<file path="src/csr_pkg.sv">
// ----------------------------------------------------------------------------
// csr_pkg
// Shared sizes, codes and transaction types of the CSR adjacency builder.
// ----------------------------------------------------------------------------
package csr_pkg;

  localparam int MAX_VERTICES = 1024;
  localparam int MAX_EDGES    = 2048;
  localparam int MAX_ENTRIES  = 4096;

  localparam int VID_W  = $clog2(MAX_VERTICES);      // vertex id
  localparam int VCNT_W = VID_W + 1;                 // vertex count / offset address
  localparam int EADR_W = $clog2(MAX_EDGES);         // edge store address
  localparam int ECNT_W = EADR_W + 1;                // edge count
  localparam int AADR_W = $clog2(MAX_ENTRIES);       // adjacency address
  localparam int ENT_W  = AADR_W + 1;                // entry count / offset

  localparam logic [2:0] OP_ADD   = 3'd0;
  localparam logic [2:0] OP_BUILD = 3'd1;
  localparam logic [2:0] OP_DEG   = 3'd2;
  localparam logic [2:0] OP_NBR   = 3'd3;
  localparam logic [2:0] OP_CLEAR = 3'd4;

  localparam logic [2:0] ST_OK        = 3'd0;
  localparam logic [2:0] ST_NEG_ID    = 3'd1;
  localparam logic [2:0] ST_RANGE_ID  = 3'd2;
  localparam logic [2:0] ST_FULL      = 3'd3;
  localparam logic [2:0] ST_BAD_QV    = 3'd4;
  localparam logic [2:0] ST_BAD_INDEX = 3'd5;

  localparam logic REG_VERTEX_COUNT = 1'b0;
  localparam logic REG_IS_DIRECTED  = 1'b1;

  // controller steps
  localparam logic [4:0] S_IDLE = 5'd0;
  localparam logic [4:0] S_Q1   = 5'd1;
  localparam logic [4:0] S_Q2   = 5'd2;
  localparam logic [4:0] S_Q3   = 5'd3;
  localparam logic [4:0] S_CLR  = 5'd4;
  localparam logic [4:0] S_CRD  = 5'd5;
  localparam logic [4:0] S_CCHK = 5'd6;
  localparam logic [4:0] S_CS1  = 5'd7;
  localparam logic [4:0] S_CD0  = 5'd8;
  localparam logic [4:0] S_CD1  = 5'd9;
  localparam logic [4:0] S_PRD  = 5'd10;
  localparam logic [4:0] S_PWR  = 5'd11;
  localparam logic [4:0] S_XRD  = 5'd12;
  localparam logic [4:0] S_XCHK = 5'd13;
  localparam logic [4:0] S_XS1  = 5'd14;
  localparam logic [4:0] S_XD0  = 5'd15;
  localparam logic [4:0] S_XD1  = 5'd16;
  localparam logic [4:0] S_V0   = 5'd17;
  localparam logic [4:0] S_V1   = 5'd18;
  localparam logic [4:0] S_V2   = 5'd19;
  localparam logic [4:0] S_SI   = 5'd20;
  localparam logic [4:0] S_SK   = 5'd21;
  localparam logic [4:0] S_SJ   = 5'd22;
  localparam logic [4:0] S_SW   = 5'd23;

  typedef struct packed {
    logic [2:0]         op;
    logic signed [15:0] source_vertex;
    logic signed [15:0] dest_vertex;
    logic [15:0]        query_vertex;
    logic [11:0]        entry_index;
  } in_item_t;

  typedef struct packed {
    logic [2:0]  status;
    logic [12:0] list_offset;
    logic [12:0] degree_out;
    logic [9:0]  neighbor_id;
    logic [11:0] edges_held;
    logic [12:0] entries_held;
  } out_item_t;

  typedef struct packed {
    logic [4:0] step;
    logic       accept;
    logic       finish;
  } csr_cmd_t;

  typedef struct packed {
    logic qv_bad;
    logic k_bad;
    logic op_deg;
    logic edge_end;
    logic edge_ok;
    logic room;
    logic room2;
    logic undir;
    logic vi_last;
    logic vert_end;
    logic i_end;
    logic shift;
    logic j_more;
  } csr_sts_t;

endpackage

</file>
<file path="src/csr_ctrl.sv">
// ----------------------------------------------------------------------------
// csr_ctrl
// Sequencer for appends, clears, queries and the multi-pass table build.
// ----------------------------------------------------------------------------
module csr_ctrl import csr_pkg::*; (
  input  logic       clk,
  input  logic       rst_n,
  input  logic       start,
  input  logic [2:0] op,
  input  csr_sts_t   sts,
  output csr_cmd_t   cmd,
  output logic       busy
);

  logic [4:0] state_r, state_nxt;
  logic       accept, finish;

  always_comb begin
    state_nxt = state_r;
    accept    = 1'b0;
    finish    = 1'b0;
    case (state_r)
      S_IDLE: begin
        if (start) begin
          accept = 1'b1;
          if (op == OP_BUILD) begin
            state_nxt = S_CLR;
          end else if (op == OP_DEG || op == OP_NBR) begin
            state_nxt = S_Q1;
          end else begin
            finish = 1'b1;
          end
        end
      end
      S_Q1: begin
        if (sts.qv_bad) begin
          finish    = 1'b1;
          state_nxt = S_IDLE;
        end else begin
          state_nxt = S_Q2;
        end
      end
      S_Q2: begin
        if (sts.op_deg || sts.k_bad) begin
          finish    = 1'b1;
          state_nxt = S_IDLE;
        end else begin
          state_nxt = S_Q3;
        end
      end
      S_Q3: begin
        finish    = 1'b1;
        state_nxt = S_IDLE;
      end
      S_CLR:  if (sts.vi_last) state_nxt = S_CRD;
      S_CRD:  state_nxt = sts.edge_end ? S_PRD : S_CCHK;
      S_CCHK: state_nxt = (sts.edge_ok && sts.room) ? S_CS1 : S_CRD;
      S_CS1:  state_nxt = (sts.undir && sts.room2) ? S_CD0 : S_CRD;
      S_CD0:  state_nxt = S_CD1;
      S_CD1:  state_nxt = S_CRD;
      S_PRD:  state_nxt = S_PWR;
      S_PWR:  state_nxt = sts.vi_last ? S_XRD : S_PRD;
      S_XRD:  state_nxt = sts.edge_end ? S_V0 : S_XCHK;
      S_XCHK: state_nxt = (sts.edge_ok && sts.room) ? S_XS1 : S_XRD;
      S_XS1:  state_nxt = (sts.undir && sts.room2) ? S_XD0 : S_XRD;
      S_XD0:  state_nxt = S_XD1;
      S_XD1:  state_nxt = S_XRD;
      S_V0: begin
        if (sts.vert_end) begin
          finish    = 1'b1;
          state_nxt = S_IDLE;
        end else begin
          state_nxt = S_V1;
        end
      end
      S_V1:   state_nxt = S_V2;
      S_V2:   state_nxt = S_SI;
      S_SI:   state_nxt = sts.i_end ? S_V0 : S_SK;
      S_SK:   state_nxt = S_SJ;
      S_SJ: begin
        if (!sts.shift) begin
          state_nxt = S_SI;
        end else if (!sts.j_more) begin
          state_nxt = S_SW;
        end
      end
      S_SW:   state_nxt = S_SI;
      default: state_nxt = S_IDLE;
    endcase
  end

  always_ff @(posedge clk) begin
    if (!rst_n) begin
      state_r <= S_IDLE;
    end else begin
      state_r <= state_nxt;
    end
  end

  assign cmd.step   = state_r;
  assign cmd.accept = accept;
  assign cmd.finish = finish;
  assign busy       = (state_r != S_IDLE);

endmodule

</file>
<file path="config.mk">
export PLATFORM = sky130hd
export DESIGN_NAME = csr_ctrl
export DESIGN_NICKNAME = d
export VERILOG_FILES = /design/src/csr_pkg.sv /design/src/csr_ctrl.sv
export SDC_FILE = /design/constraint.sdc
export NUM_CORES = 1
export LEC_CHECK = 0
export ABC_CLOCK_PERIOD_IN_PS = 1350
export BUFFER_PORTS_ARGS = -buffer_cell sky130_fd_sc_hd__buf_2
export CAP_MARGIN = 25
export CORE_UTILIZATION = 42
export DETAILED_ROUTE_END_ITERATION = 12
export HOLD_SLACK_MARGIN = 0.15
export PLACE_DENSITY_LB_ADDON = 0.25
export SYNTH_ARGS = -nofsm -noshare
export SYNTH_HDL_FRONTEND = slang
export SYNTH_SLANG_ARGS = --single-unit
</file>
<file path="constraint.sdc">
create_clock -name clk -period 1.35 [get_ports clk]
set_input_delay 0.0675 -clock clk [delete_from_list [all_inputs] [get_ports clk]]
set_output_delay 0.0675 -clock clk [all_outputs]
set_load 0.01 [all_outputs]
</file>
== Yosys cells after proc, flatten, opt, wreduce, memory -nomap -nowiden ==
Cells that the tools add are included.

* Bits in registers: 5
* Input bits: 19
* Logic and storage cells: 66

* Eq/ne operators: 30
* Muxes and demuxes: 27
* Reductions and logical operators: 8

{| class="wikitable"
|+ Operators by type and width
! cell !! number
|-
| one-hot mux 5 bit (22 select lines) || 1
|-
| == test 5 x 4 -> 1 bit (second input constant) || 8
|-
| == test 5 bit (second input constant) || 8
|-
| 2-to-1 mux 5 bit || 8
|-
| == test 5 x 3 -> 1 bit (second input constant) || 4
|-
| == test 5 x 2 -> 1 bit (second input constant) || 2
|-
| 2-to-1 mux 2 bit || 5
|-
| 2-to-1 mux 1 bit || 8
|-
| 2-to-1 mux 4 bit || 2
|-
| == test 3 x 2 -> 1 bit (second input constant) || 2
|-
| 2-to-1 mux 3 bit || 2
|-
| != test 3 bit (second input constant) || 2
|-
| == test 5 x 1 -> 1 bit (second input constant) || 1
|-
| zero test 5 bit || 1
|-
| one-hot mux 1 bit (5 select lines) || 1
|-
| nonzero test 5 bit || 1
|-
| != test 2 bit (second input constant) || 2
|-
| AND reduction 4 bit || 1
|-
| == test 3 x 1 -> 1 bit (second input constant) || 1
|-
| logical AND 1 bit || 2
|-
| logical OR 1 bit || 2
|-
| OR reduction 2 bit || 1
|}

== Longest topological paths before layout ==
* Word-level depth: 6
* Mapped depth: 7
* Depth with buffers taken out: 5

== Worst setup path before layout ==
Ideal clock, no wire load.

* Path type: flip-flop to flip-flop
* Start: register state_r[4]
* End: register state_r[2]
* Data arrival time: 1.345 ns
* Required time: 1.219 ns
* Slack: -0.126 ns
* Cell stages (with the launch flop): 7
* Period minus slack after synthesis: 1.476 ns
* Path through: dfxtp_1 -> buf_6 -> or2b_1 -> nor4_1 -> a311o_2 -> nor4_1 -> o32ai_1

* Longest elaborated chain between the ends: 3

{| class="wikitable"
|+ RTL lines
! element !! RTL line !! RTL
|-
| start, declared || csr_ctrl.sv:15 || <nowiki>logic [4:0] state_r, state_nxt;</nowiki>
|-
| start signal, assigned || csr_ctrl.sv:96 || <nowiki>state_r <= state_nxt;</nowiki>
|-
| == test 5 bit, or another cell as far along || csr_ctrl.sv:22 || <nowiki>case (state_r)</nowiki>
|-
| OR reduction 2 bit (no source line), or another cell as far along || n/a ||
|-
| one-hot mux 5 bit (22 select lines) / AND reduction 4 bit (equally long branches) || n/a ||
|}

Several ways; a longest one is shown, not always the timed one.
A chain may end at the register's enable or synchronous reset.

==> summary.txt <==
Placed design
  • HPWL Detailed: 1810 µm
  • GPL Wtd Cong: 0.926
  • Placed cell count: 164
  • IO Port Bufs: 26

Critical path
  • Crit Path Category: reg -> out
  • Critical path buffers and inverters: 3
  • Most Frequent Cell on Critical Path: buf_6
  • Delay-heaviest family, CP: flip-flops
  • Critical Path, Cell by Cell: buf_6, buf_6, nor2_1, o22ai_1, a22oi_1, nor3_1, buf_2
  • Slowest stage delay, CP: 0.38 ns
  • Crit path max fanout: 6
  • CP endpoint kind: output port
  • Setup crit start kind: register
  • Critical path data arrival time: 1.42 ns
  • WP depth: 7
  • FF-to-FF setup slack: -0.12 ns
  • R2r worst-path depth: 6
  • Worst path slowest cell: dfxtp_4
  • Required time of the critical path: 1.28 ns

STA
  • Setup violators final: 4
  • Slew HR: 79.3%
  • Achievable frequency: 0.671 GHz
  • Least-Margin Pin Slew: 0.307 ns
  • Setup Skew: 0.00224 ns
  • Fin crit share: 110%
  • Final Hold Vio Count: 0
  • Final slew viol count: 0
  • Final WS setup: -0.141 ns
  • Fin crit period: 1.49 ns
  • RSZ-0062 raised after global routing: true

Drt
  • DRT iter0 DRCs: 46
  • Vias: 1004
  • Total routed wirelength: 2670 µm
  • Vias/cell: 5.80
  • Avg WL per Cell: 15.4 µm
  • Antenna viol nets, final: 0
  • Drt pass-1 iters: 4
  • DR DRC count: 0

Status
  • Status: finished with violations
  • Failing checks: negative setup slack

Worst hold path
  • Hold Path Cell Cnt: 4
  • Tightest Hold Check Type: in -> reg

Cells and area
  • Antenna Cells: 0
  • Fillers: 96
  • Final #Nets: 177
  • Largest register FFs: 5
  • Seq. cell area: 116 µm²
  • Fin cells: 173
  • Area used by multi-input combinational logic: 573 µm²
  • Biggest regs: state_r (5)
  • Synth-to-Final Area Change: 75.7%
  • Top reg by flops: state_r
  • Layout cell share with drive strength beyond 1: 52.9%

Synth
  • Synth Area in XOR/XNOR: 0%
  • Synth Register Bits: 5
  • Synth unique cells: 35
  • Largest family of logic cells by synthesized area: simple AND/OR/NAND/NOR gates
  • Synth top area share: 15.0%
  • Synth Net Count: 121
  • Post-Synth Adder-Cell Area: 0%
  • Post-synth top area cell: dfxtp_1
  • Post-synthesis simple-gate area fraction: 37.3%
  • Proportion of synthesized area in mux cells: 1.50%
  • Mapped Avg Cell Area: 6.55 µm²
  • Dominant synthesized flop cell: dfxtp_1
  • Sequential element share of the synthesized area: 15.0%
  • EDFF count, synth: 0
  • Synthesized netlist cell count: 102
  • Top post-synthesis cells by area: dfxtp_1 (15%), nor2_1 (6.2%), nand2_1 (5.6%)
  • Compound-cell area share of the yosys netlist: 32.6%
  • Synth async-reset ratio: 0%
  • Synthesized cell area: 668 µm²
  • YS warnings: 0

GRT
  • Vias in the first global route: 950
  • Total grt overflow: 0
  • Largest net degree at the start of global routing: 11
  • GR Util All Layers: 29.4%
  • First-pass GRT wire length: 4030 µm
  • Initial antenna violation count: 0

CTS
  • Clock Sinks: 5
  • Clk Tree Root Cell: clkbuf_4
  • CTS max path bufs: 2
  • Clock-pin slew on the worst setup and hold paths: 0.04 ns
  • CTS tree: yes
  • Skew-Pair Late Insertion Delay: 0.24 ns
  • CTS Buf Count: 3
  • H-tree depth: 1

Floorplanning
  • Die area: 1750 µm²
  • Die H: 41.9 µm
  • Starting Density: 44.9%
  • I/O pins: 27
  • Die width: 41.9 µm
  • Core Footprint: 1490 µm²
  • Number of cell rows: 14

Power and ir drop
  • Lkg Pwr: 0.000526 µW
  • Power Dens Cells: 633 nW/µm²
  • Final Power: 743 µW
  • Max rail drop VDD: 0.000620 V

Run
  • Max-Cap Viols: 0
routing by layer:
metal	vias to the layer above	share of wire (%)	GRT usage [%]
met2	41	51	49.1
met3	6	5.0	2.17
met5	-	0	0
li1	487	-	-
met1	470	42	38.5
met4	0	1.7	12.9
where the power goes:
| group | switching, µW | leakage, µW | internal, µW |
|---|---|---|---|
| Sequential | 27.5 | 0.0000441 | 154 |
| Combinational | 185 | 0.000467 | 199 |
| Clock | 66.2 | 0.0000150 | 112 |
placed cells by master (no fill, tap or decap), drive strengths merged, types with 2 or more instances in the layout:
| master | count |
|---|---|
| a211oi | 2 |
| a21oi | 5 |
| a2bb2oi | 2 |
| a31oi | 5 |
| and3 | 2 |
| buf | 59 |
| clkbuf | 4 |
| dfxtp | 5 |
| inv | 7 |
| nand2 | 10 |
| nand2b | 2 |
| nand3 | 4 |
| nor2 | 11 |
| nor2b | 3 |
| nor3 | 3 |
| nor3b | 3 |
| nor4 | 3 |
| o21ai | 6 |
| o22ai | 2 |
| o31ai | 2 |
| or3 | 3 |
what timing repair did:
action,CTS,global route
endpoints found under the hold margin,4,0
pin swaps,2,6
gates resized for setup,10,17
hold buffers,1,0
buffers inserted,0,4
setup endpoints to repair,5,5
cell usage after synthesis, types with 2 or more instances:
master,n
a211oi_1,2
inv_1,7
nand2_1,10
dfxtp_1,5
nand2b_1,2
a31oi_1,5
nor3_1,3
nor3b_1,3
buf_6,2
nand3_1,4
o22ai_1,2
buf_2,4
a21oi_1,5
nor4_1,3
nor2b_1,3
o21ai_0,6
nor2_1,11
or3_1,3
a2bb2oi_1,2
o31ai_1,2
and3_1,2
buf_4,3
kinds of logic after synthesis:
kind of cell	Yosys count
AO/OA/AOI/OAI	32
buffers and inverters	16
multiplexers	1
AND/OR/NAND/NOR	48
flip-flops	5
final cells by class:
cell class	count	share of cell area, %
multi-input combinational	81	48.8
clock buffer	4	2.24
timing repair buffer	60	35.1
tap	16	1.71
sequential	5	9.91
inverter	7	2.24
worst register-to-register path, delay by kind of cell, from the launching register on:
family,cells,cell delay (ns)
AND/OR/NAND/NOR,2,0.38
AO/OA/AOI/OAI,3,0.42
buffers and inverters,1,0.16
flip-flops,1,0.37
metrics by stage:
step           area [µm²]  hold WS, ns  setup slack (ns)  utilization, %  TNS [ns]
6_report             1170        0.291            -0.141            78.8    -0.351
2_1_floorplan         692        0.230           -0.0143               -   -0.0143
3_5_place_dp         1000        0.360            -0.162            67.2    -0.419
4_1_cts              1060        0.266            -0.126            71.4    -0.260
3_3_place_gp         1000        0.371            -0.151            67.2    -0.409
5_1_grt              1170        0.325            -0.249            78.8    -0.715
worst paths after layout:
kind | start | end
worst max-delay path | state_r[1] | cmd[0]
worst min-delay path | sts[4] | state_r[1]
worst max register to register | state_r[3] | state_r[2]
worst min register to register | state_r[2] | state_r[0]
(Power assumes the default switching activity.)
